`config.mk`:
```
export PLATFORM = sky130hd
export DESIGN_NAME = bhf_cfg_regs_flat
export DESIGN_NICKNAME = d
export VERILOG_FILES = /design/src/hw/rtl/bitmap_hline_fill_core_defines.svh /design/src/hw/rtl/bhf_pkg.sv /design/src/hw/rtl/bhf_channels.sv /design/src/hw/rtl/bhf_cfg_regs.sv /design/src/flat_wrapper.sv
export SDC_FILE = /design/constraint.sdc
export NUM_CORES = 1
export LEC_CHECK = 0
export ABC_AREA = 1
export BUFFER_PORTS_ARGS = -buffer_cell sky130_fd_sc_hd__buf_2
export CAP_MARGIN = 20
export CORE_MARGIN = 1.5
export CORE_UTILIZATION = 45
export CTS_CLUSTER_SIZE = 10
export DETAILED_ROUTE_END_ITERATION = 6
export PLACE_DENSITY_LB_ADDON = 0.1
export SYNTH_ARGS = -nofsm -noshare
export SYNTH_HDL_FRONTEND = slang
export SYNTH_SLANG_ARGS = --single-unit
```
`constraint.sdc`:
```
create_clock -name clk -period 1.85 [get_ports clk]
set_input_delay 0.0925 -clock clk [delete_from_list [all_inputs] [get_ports clk]]
set_output_delay 0.0925 -clock clk [all_outputs]
set_load 0.02 [all_outputs]
```
`src/hw/rtl/bitmap_hline_fill_core_defines.svh`:
```
// ----------------------------------------------------------------------------
// Assertion macros for the horizontal line fill core
// Shared clocked assertion forms, reset-qualified.
// ----------------------------------------------------------------------------
`ifndef BITMAP_HLINE_FILL_CORE_DEFINES_SVH
`define BITMAP_HLINE_FILL_CORE_DEFINES_SVH

// property holds at every edge outside reset
`define BHF_ASSERT_RST(lbl, prop, msg) \
  lbl: assert property (@(posedge clk) disable iff (!rst_n) prop) else $error(msg);

// antecedent at one edge implies consequent at the next
`define BHF_ASSERT_NEXT(lbl, ante, cons, msg) \
  lbl: assert property (@(posedge clk) disable iff (!rst_n) (ante) |=> (cons)) else $error(msg);

`endif

```
`src/hw/rtl/bhf_pkg.sv`:
```
// ----------------------------------------------------------------------------
// bhf_pkg
// Constants and types of the horizontal line fill core.
// ----------------------------------------------------------------------------
package bhf_pkg;

  localparam int MAX_WIDTH   = 256;
  localparam int MAX_HEIGHT  = 256;
  localparam int FRAME_DEPTH = (MAX_WIDTH / 8) * MAX_HEIGHT;
  localparam int ADDR_W      = $clog2(FRAME_DEPTH);
  localparam int COL_W       = 8;
  localparam int ROW_W       = 8;
  localparam int CFG_W       = 9;
  localparam int WB_W        = CFG_W - 3;
  localparam int BCOL_W      = $clog2(MAX_WIDTH / 8);
  localparam int IDX_W       = 2;

  localparam logic [7:0] ALL_ONES = 8'hFF;

  localparam logic [IDX_W-1:0] REG_WIDTH  = 2'd0;
  localparam logic [IDX_W-1:0] REG_HEIGHT = 2'd1;

  localparam logic KIND_DRAW  = 1'b0;
  localparam logic KIND_QUERY = 1'b1;

  typedef struct packed {
    logic [CFG_W-1:0] width_pixels;
    logic [CFG_W-1:0] height_rows;
  } cfg_t;

  typedef struct packed {
    logic              rd_en;
    logic [ADDR_W-1:0] rd_addr;
    logic              wr_en;
    logic [ADDR_W-1:0] wr_addr;
    logic [7:0]        wr_data;
  } mem_req_t;

endpackage

```
`src/hw/rtl/bhf_channels.sv`:
```


interface bhf_cfg_if;
  logic                     valid;
  logic                     ready;
  logic [bhf_pkg::IDX_W-1:0] idx;
  logic [bhf_pkg::CFG_W-1:0] data;

  modport source (output valid, idx, data, input ready);
  modport sink   (input valid, idx, data, output ready);
endinterface

```
`src/hw/rtl/bhf_cfg_regs.sv`:
```
// ----------------------------------------------------------------------------
// bhf_cfg_regs
// Width and height registers behind the config write channel.
// ----------------------------------------------------------------------------
module bhf_cfg_regs (
  input  logic          clk,
  input  logic          rst_n,
  bhf_cfg_if.sink       cfg_ch,
  output bhf_pkg::cfg_t cfg
);

  logic [bhf_pkg::CFG_W-1:0] width_r;
  logic [bhf_pkg::CFG_W-1:0] height_r;

  assign cfg_ch.ready = 1'b1;

  always_ff @(posedge clk) begin
    if (!rst_n) begin
      width_r  <= 9'd64;
      height_r <= 9'd32;
    end else if (cfg_ch.valid) begin
      case (cfg_ch.idx)
        bhf_pkg::REG_WIDTH:  width_r  <= cfg_ch.data;
        bhf_pkg::REG_HEIGHT: height_r <= cfg_ch.data;
        default: ;
      endcase
    end
  end

  assign cfg.width_pixels = width_r;
  assign cfg.height_rows  = height_r;

endmodule

```
`src/flat_wrapper.sv`:
```
// flat-port wrapper written by rule: the top's interface ports become plain ports
module bhf_cfg_regs_flat 
  (clk, rst_n, cfg, cfg_ch_valid, cfg_ch_idx, cfg_ch_data, cfg_ch_ready);
  bhf_cfg_if cfg_ch_i ();
  input  logic clk;
  input  logic rst_n;
  output bhf_pkg::cfg_t cfg;
  input wire logic [$bits(cfg_ch_i.valid)-1:0] cfg_ch_valid;
  input wire logic [$bits(cfg_ch_i.idx)-1:0] cfg_ch_idx;
  input wire logic [$bits(cfg_ch_i.data)-1:0] cfg_ch_data;
  output wire logic [$bits(cfg_ch_i.ready)-1:0] cfg_ch_ready;
  assign cfg_ch_i.valid = cfg_ch_valid;
  assign cfg_ch_i.idx = cfg_ch_idx;
  assign cfg_ch_i.data = cfg_ch_data;
  assign cfg_ch_ready = cfg_ch_i.ready;
  bhf_cfg_regs u_core (.clk(clk), .rst_n(rst_n), .cfg_ch(cfg_ch_i), .cfg(cfg));
endmodule
```
==> results.ini, run 1 <==
[clocking]
clock_sinks=18
numCtsBuffers=3
ctsHtreeMaxLevel=1
ctsResizeCount=0
clk_pin_slew_worst_paths_ps=100
cts_setup_buffers=0
worstSkewPairLatency_ps=290
cts-root-buf=clkbuf_4
clock_tree.buffer_depth=2
cts_tree=done
hold_buffers=0

[timing]
post-route-period-util=0.4828
fin_worst_skew_ps=0
fin_crit_ps=893.1
setup_viol=0
rsz0062_at_grt=no
hold_viol=0
fin_setup_tns_ps=0
final_max_slew_viol_count=0
fmax_ghz=1.120

[grt]
grt_util_met1=0.2401
grt_max_degree=21
grt-ovfl-total=0
grt_pass1_wl_microns=2766
grt_pass1_vias=655
busiest_layer=met2
use_met2=0.2845
grt_use_total=0.1875
use_met3=0.04762
antenna_found_initial=0

[yosys]
yosysTopAreaCellShare=0.4458
synth.distinct_cells=16
synth.area.top_cells=dfxtp_1 (45%), nand2_1 (12%), nor2_1 (10%)
synth_area_sq_um=808.3
synth_nets=130
ys_ff_latch=18
syn_avg_cell_area_sq_um=6.968
syn-instance-count=116
seq_area_frac_synth=0.4458
yosysWarningCount=0
synth_top_area_cell=dfxtp_1

[floorplan]
die_h_microns=45.38
die_area_sq_mm=0.002059
rows=15
initial_core_util=0.4733
chipWidth_microns=45.38
core-area_sq_mm=0.001708
io_pins=33

[worst_setup_path]
crit_chain=buf_2
ff2ff_setup_slack_ps=1210
crit_family=flip-flops
rr_worst_depth=4
path_depth=1
critPathMaxStageDelay_ps=350
r2r-start=u_core.height_r[3]
startpoint_type=flop
regToRegEndpoint=u_core.height_r[3]
worstPathRequired_ps=1760
crit_fanout=2
critPathCaptureType=output port
arrival_ps=800
criticalPathCategory=flop to output port
endpoint=cfg[15]
crit_slowest_cell=dfxtp_1
critPathLaunch=u_core.width_r[6]
path_buf_inv=1

[worst_hold_path]
hp-start=cfg_ch_data[0]
hp-class=primary input to flop

[placement]
dpl.hpwl_microns=1140
placed_cell_area_sq_um=943.4
place.gp.congestion=0.7142
port_buffers=31

[drt]
dr.pass1.iters=4
drt_iter0_markers=10
routed_wl_microns=1585
vias=758
wl_per_cell_microns=9.379
drtAntennaViolNets=0
drt-vias-per-instance=4.485
drc=0

[pwr]
max-vdd-ir-drop_uv=468.6
power_leakage_nw=0.5516
p_per_area_mw_per_mm2=806.2
total_power_w=0.0007899

[finish]
final_nets=159
drive_gt1_frac=0.2847
synthToLayoutAreaGrowth_pct=21.21
diodes=0
final_cell_area_sq_um=979.7

[flow_run]
cap_violations=0

[outcome]
outcome=completed

flip-flops by register name, summed over array words and instances, names as in the netlist:
signal and cells:
u_core.width_r 9, u_core.height_r 9
Yosys cell counts (all sizes together):
library cell  number
a21oi              8
buf                7
conb               1
dfxtp             18
inv               17
nand2             27
nand3             12
nand4              1
nor2              25
logic make-up (layout without fill, tap and decap cells):
kind of cell,after synthesis,after routing,synth area share
DFF,18,18,0.4458
AOI/OAI and AO/OA,8,8,0.04954
other,1,1,0.004640
buffers and inverters,24,52,0.1424
and+or+nand+nor,65,65,0.3576
cells in the final DEF (no fill, tap or decap):
master and instances:
clkbuf_4 3, inv_1 16, nand2_1 26, a21oi_1 8
conb_1 1, nand4_1 1, clkbuf_8 1, dfxtp_1 18
nand2_2 1, nor2_4 1, buf_2 31, nor2_1 22
inv_2 1, nor2_2 2, nand3_1 11, nand3_4 1
worst min path at each step:
stage	slack (ps)	end	cells past startpoint
3_3_place_gp	340	u_core.height_r[7]	3
5_1_grt	30	u_core.height_r[0]	3
6_report	40	u_core.height_r[0]	3
3_5_place_dp	350	u_core.height_r[8]	3
2_1_floorplan	220	u_core.height_r[3]	2
4_1_cts	20	u_core.height_r[0]	3
final cells by class:
class	count	area, sq um
well taps	25	31.28
inverters	17	63.81
multi-input cells	74	332.8
clock buffers	4	36.28
repair buffers	31	155.1
fillers	188	728.2
flip-flops and latches	18	360.3
report_power, final:
group	total (W)	switching [W]	internal, W
Combinational	0.000134	0.0000884	0.0000458
Sequential	0.000417	0.00000896	0.000408
Clock	0.000239	0.000119	0.000120
routing by layer:
layer	routed length [microns]	up-vias
li1	-	408
met1	775	332
met2	739	16
met3	55	2
met4	14	0
met5	0	-
metrics by stage:
step	utilization	hold WS [ps]	std cells	setup WS, ps
floorplan	-	224.3	116	1131
global placement	0.5524	340.1	165	900.8
detailed placement	0.5524	346.4	165	877.9
CTS	0.5736	24.58	169	924.0
global route	0.5736	33.43	169	894.4
finish	0.5736	42.00	169	956.9
Note: power is estimated with default switching activity, not from simulation.
==> inputs of run 2 (changes only) <==
==> constraint.sdc (replaced) <==
create_clock -name clk -period 0.9 [get_ports clk]
set_input_delay 0.045 -clock clk [delete_from_list [all_inputs] [get_ports clk]]
set_output_delay 0.045 -clock clk [all_outputs]
set_load 0.02 [all_outputs]
==> run 2 against run 1 <==
  * Cell area up 7.2%
  * Power increased by 110%
  * Largest power group unchanged
  * Critical endpoint is now cfg[14]
  * Global-route usage is 2.1 points lower
  * Sequential power is 110% higher
  * Sequential share of layout area decreased by 2.5 points
==> results.ini, run 2 (synthesis gave the netlist of run 1 again) <==
[worst_setup_path]
arrival_ps=800  ; about the same
critPathCaptureType=output port  ; unchanged
crit_chain=buf_2  ; unchanged
crit_family=flip-flops  ; unchanged
crit_fanout=2  ; unchanged
startpoint_type=flop  ; unchanged
path_buf_inv=1  ; unchanged
worstPathRequired_ps=850  ; was 1760 ps
criticalPathCategory=flop to output port  ; unchanged
critPathMaxStageDelay_ps=350  ; about the same
crit_slowest_cell=dfxtp_1  ; unchanged

[placement]
port_buffers=31  ; unchanged
pre_cts_slack_ps=94.49  ; was 877.9 ps
place.gp.congestion=0.6914  ; was 0.7142
dpl.hpwl_microns=1213  ; was 1140 microns

[clocking]
cts-root-buf=clkbuf_4  ; unchanged
ctsResizeCount=0  ; unchanged
worstSkewPairLatency_ps=280  ; was 290 ps
cts_tree=done  ; unchanged
clock_sinks=18  ; unchanged
clk_pin_slew_worst_paths_ps=100  ; about the same
ctsHtreeMaxLevel=1  ; unchanged
hold_buffers=2  ; was 0
numCtsBuffers=3  ; unchanged
clock_tree.buffer_depth=2  ; unchanged
cts_setup_buffers=0  ; unchanged

[timing]
setup_viol=0  ; unchanged
fin_crit_ps=845.3
rsz0062_at_grt=no  ; unchanged
final_max_slew_viol_count=0  ; unchanged
fin_ws_ps=54.73  ; was 956.9 ps
fin_worst_skew_ps=0  ; unchanged
post-route-period-util=0.9392
hold_viol=0  ; unchanged
fin_setup_tns_ps=0  ; unchanged
fmax_ghz=1.183

[floorplan]
chipWidth_microns=45.38  ; unchanged
rows=15  ; unchanged
io_pins=33  ; unchanged
core-area_sq_mm=0.001708  ; unchanged
die_area_sq_mm=0.002059  ; unchanged
die_h_microns=45.38  ; unchanged
initial_core_util=0.4733  ; unchanged

[drt]
routed_wl_microns=1585  ; unchanged
dr.pass1.iters=4  ; unchanged
drt_iter0_markers=10  ; unchanged
drt-vias-per-instance=4.259  ; was 4.485
wl_per_cell_microns=9.109  ; was 9.379 microns
vias=741  ; was 758
drc=0  ; unchanged
drtAntennaViolNets=0  ; unchanged

[finish]
postLayoutCoreUtil=0.6147  ; was 0.5736
synthToLayoutAreaGrowth_pct=29.88  ; was 21.21%
top_regs=u_core.height_r x9, u_core.width_r x9  ; unchanged
final_common_cell=buf_2  ; unchanged
fillers=179  ; was 188
drive_gt1_frac=0.2886  ; was 0.2847
diodes=0  ; unchanged
layout_common_cells=buf_2 (31), nand2_1 (26), nor2_1 (22)  ; unchanged
final_nets=164  ; was 159

[grt]
grt_pass1_wl_microns=2539  ; was 2766 microns
grt-ovfl-total=0  ; unchanged
grt_pass1_vias=629  ; was 655
grt_use_total=0.1663  ; was 0.1875
grt_max_degree=19  ; was 21
antenna_found_initial=0  ; unchanged

[pwr]
p_sw_frac=0.2685  ; was 0.2742
pwr-share-clk=0.294  ; was 0.303
max-vdd-ir-drop_uv=1070  ; was 468.6 uV
internal_power_w=0.001204  ; was 0.0005733 W
p_per_area_mw_per_mm2=1568  ; was 806.2 mW/mm^2
seqPwrFrac=0.521  ; was 0.527
p_comb_frac=0.186  ; was 0.170
switchingPower_w=0.0004419  ; was 0.0002166 W
power_leakage_nw=0.5823  ; was 0.5516 nW

[flow_run]
cap_violations=0  ; unchanged

[worst_hold_path]
hp-class=primary input to flop  ; unchanged

[outcome]
outcome=completed  ; unchanged

run 2: worst paths after layout:
kind,to,startpoint,depth (start not counted),slack [ps]
setup reg to reg,u_core.height_r[7],u_core.height_r[7],4,240
setup / recovery,cfg[14],u_core.width_r[5],1,50
hold / removal,u_core.height_r[8],cfg_ch_data[8],3,8
hold reg to reg,u_core.height_r[5],u_core.height_r[5],2,470
run 2: through the flow:
| step | area [sq um] | power, W | instances | hold slack [ps] |
|---|---|---|---|---|
| detailed placement | 983.4 | 0.001174 | 167 | 303.7 |
| global placement | 983.4 | 0.001169 | 167 | 293.1 |
| finish | 1050 | 0.001646 | 174 | 8.182 |
| global route | 1050 | 0.001726 | 174 | 24.79 |
| CTS | 1040 | 0.001669 | 173 | 0.2858 |
| floorplan | 808.3 | 0.001068 | 116 | 176.8 |
run 2: worst min-delay path, cell delays in order:
cell and delay, ps:
buf_2 90, nor2_1 40, nor2_1 80
run 2: cell type report:
type | count | area, sq um | share of cell area
Clock buffer | 4 | 36.28 | 0.03456
Inverter | 17 | 63.81 | 0.06079
Multi-Input combinational cell | 74 | 332.8 | 0.3170
Sequential cell | 18 | 360.3 | 0.3433
Tap cell | 25 | 31.28 | 0.02980
Timing Repair Buffer | 36 | 225.2 | 0.2145
run 2: routing by layer:
metal	wire [microns]	up-vias	global-route usage
li1	-	412	-
met1	747	313	0.2060
met2	771	14	0.2930
met3	61	2	0.03571
met4	4	0	0.03529
met5	0	-	0
run 2: power by group through the flow:
stage | logic, W | clock network, W | registers (W)
2_1_floorplan | 0.000141 | 0 | 0.000927
3_3_place_gp | 0.000295 | 0 | 0.000874
3_5_place_dp | 0.000298 | 0 | 0.000876
4_1_cts | 0.000305 | 0.000506 | 0.000858
5_1_grt | 0.000341 | 0.000523 | 0.000862
6_report | 0.000305 | 0.000484 | 0.000857
