<file path="src/hw/rtl/bitmap_hline_fill_core_defines.svh">
// ----------------------------------------------------------------------------
// Assertion macros for the horizontal line fill core
// Shared clocked assertion forms, reset-qualified.
// ----------------------------------------------------------------------------
`ifndef BITMAP_HLINE_FILL_CORE_DEFINES_SVH
`define BITMAP_HLINE_FILL_CORE_DEFINES_SVH

// property holds at every edge outside reset
`define BHF_ASSERT_RST(lbl, prop, msg) \
  lbl: assert property (@(posedge clk) disable iff (!rst_n) prop) else $error(msg);

// antecedent at one edge implies consequent at the next
`define BHF_ASSERT_NEXT(lbl, ante, cons, msg) \
  lbl: assert property (@(posedge clk) disable iff (!rst_n) (ante) |=> (cons)) else $error(msg);

`endif

</file>
<file path="src/hw/rtl/bhf_pkg.sv">
// ----------------------------------------------------------------------------
// bhf_pkg
// Constants and types of the horizontal line fill core.
// ----------------------------------------------------------------------------
package bhf_pkg;

  localparam int MAX_WIDTH   = 256;
  localparam int MAX_HEIGHT  = 256;
  localparam int FRAME_DEPTH = (MAX_WIDTH / 8) * MAX_HEIGHT;
  localparam int ADDR_W      = $clog2(FRAME_DEPTH);
  localparam int COL_W       = 8;
  localparam int ROW_W       = 8;
  localparam int CFG_W       = 9;
  localparam int WB_W        = CFG_W - 3;
  localparam int BCOL_W      = $clog2(MAX_WIDTH / 8);
  localparam int IDX_W       = 2;

  localparam logic [7:0] ALL_ONES = 8'hFF;

  localparam logic [IDX_W-1:0] REG_WIDTH  = 2'd0;
  localparam logic [IDX_W-1:0] REG_HEIGHT = 2'd1;

  localparam logic KIND_DRAW  = 1'b0;
  localparam logic KIND_QUERY = 1'b1;

  typedef struct packed {
    logic [CFG_W-1:0] width_pixels;
    logic [CFG_W-1:0] height_rows;
  } cfg_t;

  typedef struct packed {
    logic              rd_en;
    logic [ADDR_W-1:0] rd_addr;
    logic              wr_en;
    logic [ADDR_W-1:0] wr_addr;
    logic [7:0]        wr_data;
  } mem_req_t;

endpackage

</file>
<file path="src/hw/rtl/bhf_channels.sv">
// ----------------------------------------------------------------------------
// bhf channels
// Valid/ready channel interfaces: input items, result items, config writes.
// ----------------------------------------------------------------------------
interface bhf_in_if;
  logic                     valid;
  logic                     ready;
  logic                     kind;
  logic [bhf_pkg::COL_W-1:0] x_start;
  logic [bhf_pkg::COL_W-1:0] x_end;
  logic [bhf_pkg::ROW_W-1:0] row;

  modport source (output valid, kind, x_start, x_end, row, input ready);
  modport sink   (input valid, kind, x_start, x_end, row, output ready);
endinterface

interface bhf_out_if;
  logic valid;
  logic ready;
  logic accepted;
  logic pixel_lit;

  modport source (output valid, accepted, pixel_lit, input ready);
  modport sink   (input valid, accepted, pixel_lit, output ready);
endinterface


</file>
<file path="src/hw/rtl/bhf_ctrl.sv">
// ----------------------------------------------------------------------------
// bhf_ctrl
// Item sequencer: range checks, per-byte read-modify-write, pixel query,
// clearing pass after reset and the result register.
// ----------------------------------------------------------------------------
`include "bitmap_hline_fill_core_defines.svh"

module bhf_ctrl (
  input  logic              clk,
  input  logic              rst_n,
  bhf_in_if.sink            in_ch,
  bhf_out_if.source         out_ch,
  input  bhf_pkg::cfg_t     cfg,
  output bhf_pkg::mem_req_t mem_req,
  input  logic [7:0]        rdata
);

  localparam logic [2:0] ST_CLEAR = 3'd0;
  localparam logic [2:0] ST_IDLE  = 3'd1;
  localparam logic [2:0] ST_SETUP = 3'd2;
  localparam logic [2:0] ST_RUN   = 3'd3;
  localparam logic [2:0] ST_DRAIN = 3'd4;
  localparam logic [2:0] ST_QRD   = 3'd5;
  localparam logic [2:0] ST_QWAIT = 3'd6;
  localparam logic [2:0] ST_RESP  = 3'd7;

  localparam int AW = bhf_pkg::ADDR_W;
  localparam int BW = bhf_pkg::BCOL_W;

  logic [2:0]                 state_r, state_nxt;
  logic [AW-1:0]              clr_addr_r, clr_addr_nxt;
  logic                       kind_r;
  logic [bhf_pkg::COL_W-1:0]  xs_r, xe_r;
  logic [bhf_pkg::ROW_W-1:0]  row_r;
  logic [AW-1:0]              base_r, base_nxt;
  logic [BW-1:0]              b_r, b_nxt;
  logic [BW-1:0]              first_r, first_nxt;
  logic [BW-1:0]              last_r, last_nxt;
  logic [7:0]                 fmask_r, fmask_nxt;
  logic [7:0]                 lmask_r, lmask_nxt;
  logic                       p_vld_r, p_vld_nxt;
  logic [AW-1:0]              p_addr_r, p_addr_nxt;
  logic [7:0]                 p_mask_r, p_mask_nxt;
  logic                       res_acc_r, res_acc_nxt;
  logic                       res_lit_r, res_lit_nxt;
  logic                       out_valid_r, out_valid_nxt;
  logic                       out_acc_r, out_lit_r;
  logic                       out_load;

  logic                       in_fire;
  logic                       usable, draw_ok, query_ok;
  logic [bhf_pkg::COL_W-1:0]  xe_m1;
  logic [bhf_pkg::ROW_W+bhf_pkg::WB_W-1:0] base_full;
  logic [7:0]                 run_mask;
  logic [AW-1:0]              run_addr;

  assign in_ch.ready = (state_r == ST_IDLE);
  assign in_fire     = in_ch.valid && in_ch.ready;

  assign usable = (cfg.width_pixels[2:0] == 3'd0)
               && (cfg.width_pixels <= bhf_pkg::CFG_W'(bhf_pkg::MAX_WIDTH))
               && (cfg.height_rows <= bhf_pkg::CFG_W'(bhf_pkg::MAX_HEIGHT));
  assign draw_ok = usable && (xe_r > xs_r)
                && ({1'b0, xs_r} < cfg.width_pixels)
                && ({1'b0, xe_r} < cfg.width_pixels)
                && ({1'b0, row_r} < cfg.height_rows);
  assign query_ok = usable && ({1'b0, xs_r} < cfg.width_pixels)
                 && ({1'b0, row_r} < cfg.height_rows);

  assign xe_m1     = xe_r - 8'd1;
  assign base_full = (bhf_pkg::ROW_W+bhf_pkg::WB_W)'(row_r)
                   * (bhf_pkg::ROW_W+bhf_pkg::WB_W)'(cfg.width_pixels[bhf_pkg::CFG_W-1:3]);

  always_comb begin
    run_mask = bhf_pkg::ALL_ONES;
    if (b_r == first_r) begin
      run_mask = run_mask & fmask_r;
    end
    if (b_r == last_r) begin
      run_mask = run_mask & lmask_r;
    end
  end

  assign run_addr = base_r + AW'(b_r);
  assign out_load = (state_r == ST_RESP) && (!out_valid_r || out_ch.ready);

  always_comb begin
    state_nxt    = state_r;
    clr_addr_nxt = clr_addr_r;
    base_nxt     = base_r;
    b_nxt        = b_r;
    first_nxt    = first_r;
    last_nxt     = last_r;
    fmask_nxt    = fmask_r;
    lmask_nxt    = lmask_r;
    p_vld_nxt    = 1'b0;
    p_addr_nxt   = p_addr_r;
    p_mask_nxt   = p_mask_r;
    res_acc_nxt  = res_acc_r;
    res_lit_nxt  = res_lit_r;
    mem_req      = '0;

    case (state_r)
      ST_CLEAR: begin
        mem_req.wr_en   = 1'b1;
        mem_req.wr_addr = clr_addr_r;
        mem_req.wr_data = 8'd0;
        clr_addr_nxt    = clr_addr_r + 1'b1;
        if (clr_addr_r == AW'(bhf_pkg::FRAME_DEPTH - 1)) begin
          state_nxt = ST_IDLE;
        end
      end
      ST_IDLE: begin
        if (in_fire) begin
          state_nxt = ST_SETUP;
        end
      end
      ST_SETUP: begin
        base_nxt    = base_full[AW-1:0];
        res_acc_nxt = 1'b0;
        res_lit_nxt = 1'b0;
        state_nxt   = ST_RESP;
        if (kind_r == bhf_pkg::KIND_DRAW) begin
          if (draw_ok) begin
            b_nxt     = xs_r[7:3];
            first_nxt = xs_r[7:3];
            last_nxt  = xe_m1[7:3];
            fmask_nxt = bhf_pkg::ALL_ONES >> xs_r[2:0];
            lmask_nxt = bhf_pkg::ALL_ONES << (3'd7 - xe_m1[2:0]);
            state_nxt = ST_RUN;
          end
        end else if (query_ok) begin
          state_nxt = ST_QRD;
        end
      end
      ST_RUN: begin
        mem_req.rd_en   = 1'b1;
        mem_req.rd_addr = run_addr;
        p_vld_nxt       = 1'b1;
        p_addr_nxt      = run_addr;
        p_mask_nxt      = run_mask;
        b_nxt           = b_r + 1'b1;
        if (b_r == last_r) begin
          state_nxt = ST_DRAIN;
        end
      end
      ST_DRAIN: begin
        res_acc_nxt = 1'b1;
        res_lit_nxt = 1'b0;
        state_nxt   = ST_RESP;
      end
      ST_QRD: begin
        mem_req.rd_en   = 1'b1;
        mem_req.rd_addr = base_r + AW'(xs_r[7:3]);
        state_nxt       = ST_QWAIT;
      end
      ST_QWAIT: begin
        res_acc_nxt = 1'b1;
        res_lit_nxt = rdata[3'd7 - xs_r[2:0]];
        state_nxt   = ST_RESP;
      end
      ST_RESP: begin
        if (out_load) begin
          state_nxt = ST_IDLE;
        end
      end
      default: begin
        state_nxt = ST_IDLE;
      end
    endcase

    // write-back half of the read-modify-write
    if (p_vld_r) begin
      mem_req.wr_en   = 1'b1;
      mem_req.wr_addr = p_addr_r;
      mem_req.wr_data = rdata | p_mask_r;
    end
  end

  always_comb begin
    out_valid_nxt = out_valid_r;
    if (out_load) begin
      out_valid_nxt = 1'b1;
    end else if (out_ch.ready) begin
      out_valid_nxt = 1'b0;
    end
  end

  always_ff @(posedge clk) begin
    if (!rst_n) begin
      state_r     <= ST_CLEAR;
      clr_addr_r  <= '0;
      p_vld_r     <= 1'b0;
      out_valid_r <= 1'b0;
    end else begin
      state_r     <= state_nxt;
      clr_addr_r  <= clr_addr_nxt;
      p_vld_r     <= p_vld_nxt;
      out_valid_r <= out_valid_nxt;
    end
  end

  always_ff @(posedge clk) begin
    if (in_fire) begin
      kind_r <= in_ch.kind;
      xs_r   <= in_ch.x_start;
      xe_r   <= in_ch.x_end;
      row_r  <= in_ch.row;
    end
    if (out_load) begin
      out_acc_r <= res_acc_r;
      out_lit_r <= res_lit_r;
    end
    base_r    <= base_nxt;
    b_r       <= b_nxt;
    first_r   <= first_nxt;
    last_r    <= last_nxt;
    fmask_r   <= fmask_nxt;
    lmask_r   <= lmask_nxt;
    p_addr_r  <= p_addr_nxt;
    p_mask_r  <= p_mask_nxt;
    res_acc_r <= res_acc_nxt;
    res_lit_r <= res_lit_nxt;
  end

  assign out_ch.valid     = out_valid_r;
  assign out_ch.accepted  = out_acc_r;
  assign out_ch.pixel_lit = out_lit_r;

  `BHF_ASSERT_RST(a_no_rw_collide, !(mem_req.wr_en && mem_req.rd_en && (mem_req.wr_addr == mem_req.rd_addr)), "read and write hit the same byte")
  `BHF_ASSERT_NEXT(a_run_writes_back, state_r == ST_RUN, p_vld_r, "line byte read without write-back")
  `BHF_ASSERT_RST(a_idle_no_write, (state_r == ST_IDLE) |-> !mem_req.wr_en, "frame write while idle")
  `BHF_ASSERT_RST(a_lit_needs_acc, (out_valid_r && out_lit_r) |-> out_acc_r, "lit pixel on rejected item")
  `BHF_ASSERT_RST(a_result_from_resp, $rose(out_valid_r) |-> $past(state_r == ST_RESP), "result raised outside response state")

endmodule
</file>
<file path="src/flat_wrapper.sv">
// flat-port wrapper written by rule: the top's interface ports become plain ports
module bhf_ctrl_flat 
  (clk, rst_n, cfg, mem_req, rdata, in_ch_valid, in_ch_kind, in_ch_x_start, in_ch_x_end, in_ch_row, in_ch_ready, out_ch_valid, out_ch_accepted, out_ch_pixel_lit, out_ch_ready);
  bhf_in_if in_ch_i ();
  bhf_out_if out_ch_i ();
  input  logic clk;
  input  logic rst_n;
  input  bhf_pkg::cfg_t cfg;
  output bhf_pkg::mem_req_t mem_req;
  input  logic [7:0] rdata;
  input wire logic [$bits(in_ch_i.valid)-1:0] in_ch_valid;
  input wire logic [$bits(in_ch_i.kind)-1:0] in_ch_kind;
  input wire logic [$bits(in_ch_i.x_start)-1:0] in_ch_x_start;
  input wire logic [$bits(in_ch_i.x_end)-1:0] in_ch_x_end;
  input wire logic [$bits(in_ch_i.row)-1:0] in_ch_row;
  output wire logic [$bits(in_ch_i.ready)-1:0] in_ch_ready;
  output wire logic [$bits(out_ch_i.valid)-1:0] out_ch_valid;
  output wire logic [$bits(out_ch_i.accepted)-1:0] out_ch_accepted;
  output wire logic [$bits(out_ch_i.pixel_lit)-1:0] out_ch_pixel_lit;
  input wire logic [$bits(out_ch_i.ready)-1:0] out_ch_ready;
  assign in_ch_i.valid = in_ch_valid;
  assign in_ch_i.kind = in_ch_kind;
  assign in_ch_i.x_start = in_ch_x_start;
  assign in_ch_i.x_end = in_ch_x_end;
  assign in_ch_i.row = in_ch_row;
  assign in_ch_ready = in_ch_i.ready;
  assign out_ch_valid = out_ch_i.valid;
  assign out_ch_accepted = out_ch_i.accepted;
  assign out_ch_pixel_lit = out_ch_i.pixel_lit;
  assign out_ch_i.ready = out_ch_ready;
  bhf_ctrl u_core (.clk(clk), .rst_n(rst_n), .in_ch(in_ch_i), .out_ch(out_ch_i), .cfg(cfg), .mem_req(mem_req), .rdata(rdata));
endmodule
</file>
<file path="config.mk">
export PLATFORM = sky130hd
export DESIGN_NAME = bhf_ctrl_flat
export DESIGN_NICKNAME = d
export VERILOG_FILES = /design/src/hw/rtl/bhf_pkg.sv /design/src/hw/rtl/bhf_channels.sv /design/src/hw/rtl/bhf_ctrl.sv /design/src/flat_wrapper.sv
export VERILOG_INCLUDE_DIRS = /design/src /design/src/hw/rtl
export SDC_FILE = /design/constraint.sdc
export NUM_CORES = 1
export LEC_CHECK = 0
export ABC_AREA = 1
export ABC_CLOCK_PERIOD_IN_PS = 9600
export BUFFER_PORTS_ARGS = -buffer_cell sky130_fd_sc_hd__buf_4
export CAP_MARGIN = 20
export CORE_AREA = 2 2 134 136
export CTS_CLUSTER_SIZE = 20
export DETAILED_ROUTE_END_ITERATION = 8
export DIE_AREA = 0 0 136 138
export SLEW_MARGIN = 20
export SYNTH_ARGS = -nofsm -noshare
export SYNTH_HDL_FRONTEND = slang
export SYNTH_SLANG_ARGS = --single-unit
export TNS_END_PERCENT = 30
</file>
<file path="constraint.sdc">
create_clock -name clk -period 9.6 [get_ports clk]
set_clock_uncertainty 0.1 [all_clocks]
set_input_delay 2.88 -clock clk [delete_from_list [all_inputs] [get_ports clk]]
set_output_delay 2.88 -clock clk [all_outputs]
set_load 0.01 [all_outputs]
</file>
==> results.py, run 1 <==
metrics = {
    "route": {
        "dr.pass1.iters": 5,
        "wirelength_mm": 15.8,
        "drtIter0Drc": 250,
        "via_count": 5759,
        "post_drt_wl_per_cell_um": 13.0,
        "via_per_inst": 4.73,
        "antenna_left": 0,
        "drcViolationCount": 0,
    },
    "floorplanning": {
        "start_util_pct": 43.5,
        "die_h_um": 138,
        "fp-row-count": 49,
        "core_sq_mm": 0.0175,
        "io_pins": 95,
        "die_area_sq_mm": 0.0188,
        "dieWidth_um": 136,
    },
    "yosys": {
        "syn_area_per_cell_sq_um": 8.54,
        "synth_fp_nets": 1038,
        "async_reset_ff_share_pct": 0,
        "ys_warn_count": 0,
        "synth_edf_count": 92,
        "ys_dominant_reg_cell": "edfxtp_1",
        "netlist_area_sq_mm": 0.00763,
        "synth.distinct_cells": 45,
        "synthesis.instances": 893,
        "ys_seq_area_share_pct": 40.9,
        "ys_ff_latch": 110,
    },
    "clock_network": {
        "clk_latency_ns": 0.36,
        "cts_tree": "built",
        "post_cts_resized": 0,
        "post_cts_buffers": 0,
        "cts_buffer_depth": 2,
        "cts.sinks": 110,
        "cts_hold_buf": 0,
        "clk_pin_slew_ns": 0.07,
        "h-tree-depth": 3,
        "clockRootBuffer": "clkbuf_16",
        "cts_made_buffers": 9,
    },
    "sta": {
        "slew_violations": 0,
        "slew_headroom_pct": 43.5,
        "setup_viol": 0,
        "setup_slack_ns": 3.33,
        "worstMarginPinSlew_ns": 0.845,
        "setup-tns-final_ns": 0,
        "finalCriticalPeriod_ns": 6.27,
        "fin_crit_sh_pct": 65.4,
        "max_freq_ghz": 0.159,
        "hold_viol_final": 0,
        "rsz0062_at_grt": "no",
    },
    "setup_path": {
        "worstPathArrival_ns": 3.29,
        "critPathKind": "in -> out",
        "worstSetupStartpointType": "input port",
        "cp_max_fo": 2,
        "end_kind": "output pin",
        "required_ns": 6.62,
        "r2r.worst_path.cells": 20,
    },
    "global_routing": {
        "grt_pass1_wl_mm": 26.6,
        "track_usage_pct": 17.7,
        "grt_overflow": 0,
        "grt_pass1_vias": 5587,
        "grt_antenna_before_repair": 0,
        "grt_max_degree": 37,
    },
    "hold_path": {
        "min_path_cells": 0,
        "hold_class": "reg -> reg",
    },
    "final_layout": {
        "n_antenna_cell": 0,
        "mostFrequentLayoutCells": "202 x nand2_1, 176 x inv_1, 97 x buf_4, 92 x edfxtp_1, 77 x nor2_1",
        "stdcell_area_sq_mm": 0.00889,
        "nets": 1128,
        "drive_gt1_share_pct": 13.6,
        "final_common_cell": "nand2_1",
        "area_growth_pct": 16.5,
    },
    "placement": {
        "preCtsSetupSlack_ns": 3.11,
        "place_area_sq_mm": 0.00857,
        "gp_congestion": 0.833,
        "dp_hpwl_mm": 12.6,
        "portBuffers": 94,
    },
    "power": {
        "p_per_area_mw_per_mm2": 115,
        "vdd_ir_drop_max_uv": 83.2,
        "leakage_uw": 0.00420,
    },
    "outcome": {
        "status": "finished clean",
    },
    "run": {
        "drv_cap": 0,
    },
}
## worst max-delay path, stage by stage
cell and delay, ns:
buf_4 0.11, nor2_1 0.08, nor2_1 0.05, buf_4 0.17
## flip-flops by register name (all words and copies together), names as in the netlist, 3 cells and up
register / flops
u_core.b_r: 5
u_core.base_r: 13
u_core.clr_addr_r: 13
u_core.first_r: 5
u_core.fmask_r: 7
u_core.last_r: 5
u_core.lmask_r: 7
u_core.p_addr_r: 13
u_core.p_mask_r: 8
u_core.row_r: 8
u_core.state_r: 3
u_core.xe_r: 8
u_core.xs_r: 8
## final cells by class
cell class	instances	area, sq um
clock buffers	10	229
clock inverters	6	71.3
fillers	1716	8650
inverters	182	683
multi-input cells	582	3750
flip-flops and latches	110	3120
well taps	229	287
repair buffers	98	743
## through the flow
stage	total power (uW)	hold WS (ns)	utilization, %	instances
6_report	1020	0.322	50.7	1217
5_1_grt	1070	0.329	50.7	1217
4_1_cts	1040	0.324	50.6	1216
3_5_place_dp	653	0.307	48.9	1200
3_3_place_gp	651	0.301	48.9	1200
2_1_floorplan	615	0.300	-	893
## where the power goes
group,leakage (uW),internal [uW],total [uW],switching [uW]
clock network,0.000146,205,382,177
registers,0.000977,518,519,1.40
logic,0.00308,55.3,122,66.7
## path summary, 6_finish.rpt
kind | startpoint | end | slack [ns]
worst max-delay path | rdata[4] | mem_req[4] | 3.33
worst min-delay path | u_core.res_lit_r$_DFFE_PP_ | u_core.out_ch.pixel_lit$_DFFE_PP_ | 0.32
worst max register to register | u_core.row_r[1]$_DFFE_PP_ | u_core.base_r[11]$_DFFE_PP_ | 5.63
worst min register to register | u_core.res_lit_r$_DFFE_PP_ | u_core.out_ch.pixel_lit$_DFFE_PP_ | 0.32
## synth_stat cells (all sizes together), types with 2 or more instances
| master | instances | area share [%] |
|---|---|---|
| dfxtp | 18 | 4.7 |
| a22o | 2 | 0.23 |
| a21oi | 40 | 2.7 |
| fa | 26 | 6.8 |
| or2 | 2 | 0.16 |
| clkinv | 2 | 0.098 |
| nor2 | 83 | 4.4 |
| xor2 | 27 | 3.1 |
| nor4 | 2 | 0.25 |
| inv | 180 | 8.9 |
| clkbuf | 9 | 0.44 |
| nand4 | 7 | 0.66 |
| buf | 10 | 0.66 |
| o32ai | 6 | 0.69 |
| and3 | 2 | 0.16 |
| edfxtp | 92 | 36 |
| or3 | 2 | 0.16 |
| o21ai | 45 | 3.0 |
| nand3b | 2 | 0.20 |
| o31ai | 5 | 0.49 |
| nand2 | 203 | 10 |
| nand3 | 27 | 2.1 |
| o22ai | 5 | 0.41 |
| ha | 64 | 10 |
| nor3 | 14 | 1.0 |
| o21a | 2 | 0.20 |
| xnor2 | 10 | 1.1 |
## layer usage
| layer | vias to the layer above | part of all wire [%] | track usage (%) |
|---|---|---|---|
| met3 | 7 | 4.0 | 3.15 |
| li1 | 3042 | - | - |
| met1 | 2596 | 50 | 25.1 |
| met5 | - | 0 | 0 |
| met4 | 0 | 0.78 | 4.33 |
| met2 | 114 | 46 | 28.2 |
## cell families after synthesis
kind of cell / count (synthesis) / share of synthesized area [%]
XOR/XNOR: 37 / 4.25
AND/OR/NAND/NOR: 347 / 19.5
adder cells (fa/ha/maj): 90 / 17.3
AO/OA/AOI/OAI: 108 / 7.94
buffers and inverters: 201 / 10.1
flip-flops: 110 / 40.9
Power figures use the tool's default switching activity.
==> run 2: changes to the inputs <==
ABC_CLOCK_PERIOD_IN_PS = 5330   (was 9600)
PLACE_DENSITY = 0.66   (was not set)
clock period = 5.33 ns   (was 9.6 ns; I/O delays follow)
==> run 2 against run 1 <==
  * Critical path type is now in -> reg
  * Hold slack gained 0.0038 ns
  * Final cell count is essentially flat
  * Critical path depth grew 17
  * Non-clock buffer count grew 1
  * Final area shrank 0.15%
  * Global-route usage shrank 0.21 points
  * Power grew 79%
  * Die area is the same
  * Clock-buffer cell count grew 1
  * Highest routed layer unchanged
==> results.py, run 2 (synthesized netlist as in run 1, its figures left out) <==
metrics = {
    "outcome": {
        "status": "finished clean",
    },
    "floorplanning": {
        "io_pins": 95,
        "die_area_sq_mm": 0.0188,
        "start_util_pct": 43.5,
        "fp-row-count": 49,
        "dieWidth_um": 136,
        "die_h_um": 138,
        "core_sq_mm": 0.0175,
    },
    "route": {
        "drtIter0Drc": 334,
        "via_count": 5760,
        "post_drt_wl_per_cell_um": 12.9,
        "dr.pass1.iters": 6,
        "wirelength_mm": 15.7,
        "drcViolationCount": 0,
        "antenna_left": 0,
        "via_per_inst": 4.73,
    },
    "final_layout": {
        "drive_gt1_share_pct": 13.8,
        "mostFrequentLayoutCells": "202 x nand2_1, 176 x inv_1, 99 x buf_4, 92 x edfxtp_1, 77 x nor2_1",
        "multi_input_area_sq_mm": 0.00374,
        "seq_area_sq_mm": 0.00312,
        "n_antenna_cell": 0,
        "area_growth_pct": 16.3,
        "nets": 1129,
        "final_common_cell": "nand2_1",
        "largest_registers": "u_core.base_r x13, u_core.clr_addr_r x13, u_core.p_addr_r x13",
        "fill_cells": 1700,
    },
    "power": {
        "vdd_ir_drop_max_uv": 208,
        "p_per_area_mw_per_mm2": 206,
        "p_comb_share_pct": 12.0,
        "pwr-share-clk_pct": 36.8,
        "p_switching_uw": 444,
        "intPower_uw": 1380,
        "p_seq_share_pct": 51.2,
        "netSwitchingFraction_pct": 24.3,
        "leakage_uw": 0.00421,
    },
    "sta": {
        "max_freq_ghz": 0.209,
        "worstMarginPinSlew_ns": 0.639,
        "hold_viol_final": 0,
        "fin_crit_sh_pct": 89.6,
        "finalCriticalPeriod_ns": 4.77,
        "rsz0062_at_grt": "no",
        "setup_slack_ns": 0.555,
        "setup_viol": 0,
        "slew_headroom_pct": 57.2,
        "slew_violations": 0,
        "setup-tns-final_ns": 0,
    },
    "clock_network": {
        "cts_buffer_depth": 2,
        "cts.sinks": 110,
        "cts_hold_buf": 0,
        "h-tree-depth": 3,
        "clockRootBuffer": "clkbuf_16",
        "clk_pin_slew_ns": 0.07,
        "cts_tree": "built",
        "post_cts_resized": 0,
        "post_cts_buffers": 0,
        "clk_latency_ns": 0.36,
        "cts_made_buffers": 9,
    },
    "placement": {
        "dp_hpwl_mm": 12.4,
        "portBuffers": 94,
        "gp_congestion": 0.849,
        "preCtsSetupSlack_ns": 0.185,
    },
    "global_routing": {
        "track_usage_pct": 17.5,
        "grt_antenna_before_repair": 0,
        "grt_overflow": 0,
        "grt_pass1_vias": 5565,
        "grt_pass1_wl_mm": 26.2,
        "grt_max_degree": 38,
    },
    "setup_path": {
        "worstSetupStartpointType": "input port",
        "worstPathArrival_ns": 4.79,
        "end_kind": "register",
        "cp_max_fo": 12,
        "required_ns": 5.35,
        "critPathKind": "in -> reg",
    },
    "hold_path": {
        "hold_class": "reg -> reg",
    },
    "run": {
        "drv_cap": 0,
    },
}
[run 2: area by class of cell]
cell class / count / area share [%]
Clock buffer: 11 / 2.86
Clock inverter: 5 / 0.437
Inverter: 182 / 7.70
Multi-Input combinational cell: 582 / 42.2
Sequential cell: 110 / 35.2
Tap cell: 229 / 3.23
Timing Repair Buffer: 99 / 8.38
[run 2: power by group through the flow]
| stage | clock, uW | sequential (uW) | combinational (uW) |
|---|---|---|---|
| CTS | 694 | 935 | 222 |
| global placement | 0 | 955 | 216 |
| global route | 724 | 935 | 257 |
| detailed placement | 0 | 955 | 220 |
| floorplan | 0 | 954 | 153 |
| finish | 671 | 935 | 220 |
[run 2: stage by stage]
stage | cells | utilization (%) | total power, uW | hold slack (ns) | area, sq um
final | 1218 | 50.6 | 1830 | 0.326 | 8870
after floorplan | 893 | - | 1110 | 0.300 | 7630
after global placement | 1202 | 48.9 | 1170 | 0.303 | 8580
after CTS | 1218 | 50.6 | 1850 | 0.329 | 8870
after detailed placement | 1202 | 48.9 | 1170 | 0.312 | 8580
after global routing | 1218 | 50.6 | 1920 | 0.341 | 8870
[run 2: metal layers]
layer	vias to the layer above	routed length (um)	share of wire [%]	track usage [%]
met3	10	711	4.5	3.92
met4	0	144	0.92	3.95
li1	3042	-	-	-
met2	117	7200	46	27.9
met5	-	0	0	0
met1	2591	7630	49	24.4
[run 2: worst paths after layout]
kind | start | end | slack (ns) | cells past startpoint
worst min register to register | u_core.res_acc_r$_DFFE_PP_ | u_core.out_ch.accepted$_DFFE_PP_ | 0.33 | 0
worst min-delay path | u_core.res_acc_r$_DFFE_PP_ | u_core.out_ch.accepted$_DFFE_PP_ | 0.33 | 0
worst max-delay path | cfg[17] | u_core.base_r[11]$_DFFE_PP_ | 0.56 | 21
worst max register to register | u_core.row_r[1]$_DFFE_PP_ | u_core.base_r[11]$_DFFE_PP_ | 1.41 | 20
[run 2: critical path, stage by stage]
cell and delay [ns]:
buf_4 0.16, nand2_1 0.07, inv_1 0.06, fa_1 0.50, fa_1 0.54, inv_1 0.05
fa_1 0.52, inv_1 0.04, ha_1 0.33, a21oi_1 0.14, o21ai_0 0.13, nand2_1 0.08
nand2_1 0.04, nand2_1 0.05, nand2_1 0.07, nand2_1 0.06, nand2_1 0.05, a21oi_1 0.15
inv_1 0.06, nand2_1 0.05, nand2_1 0.04
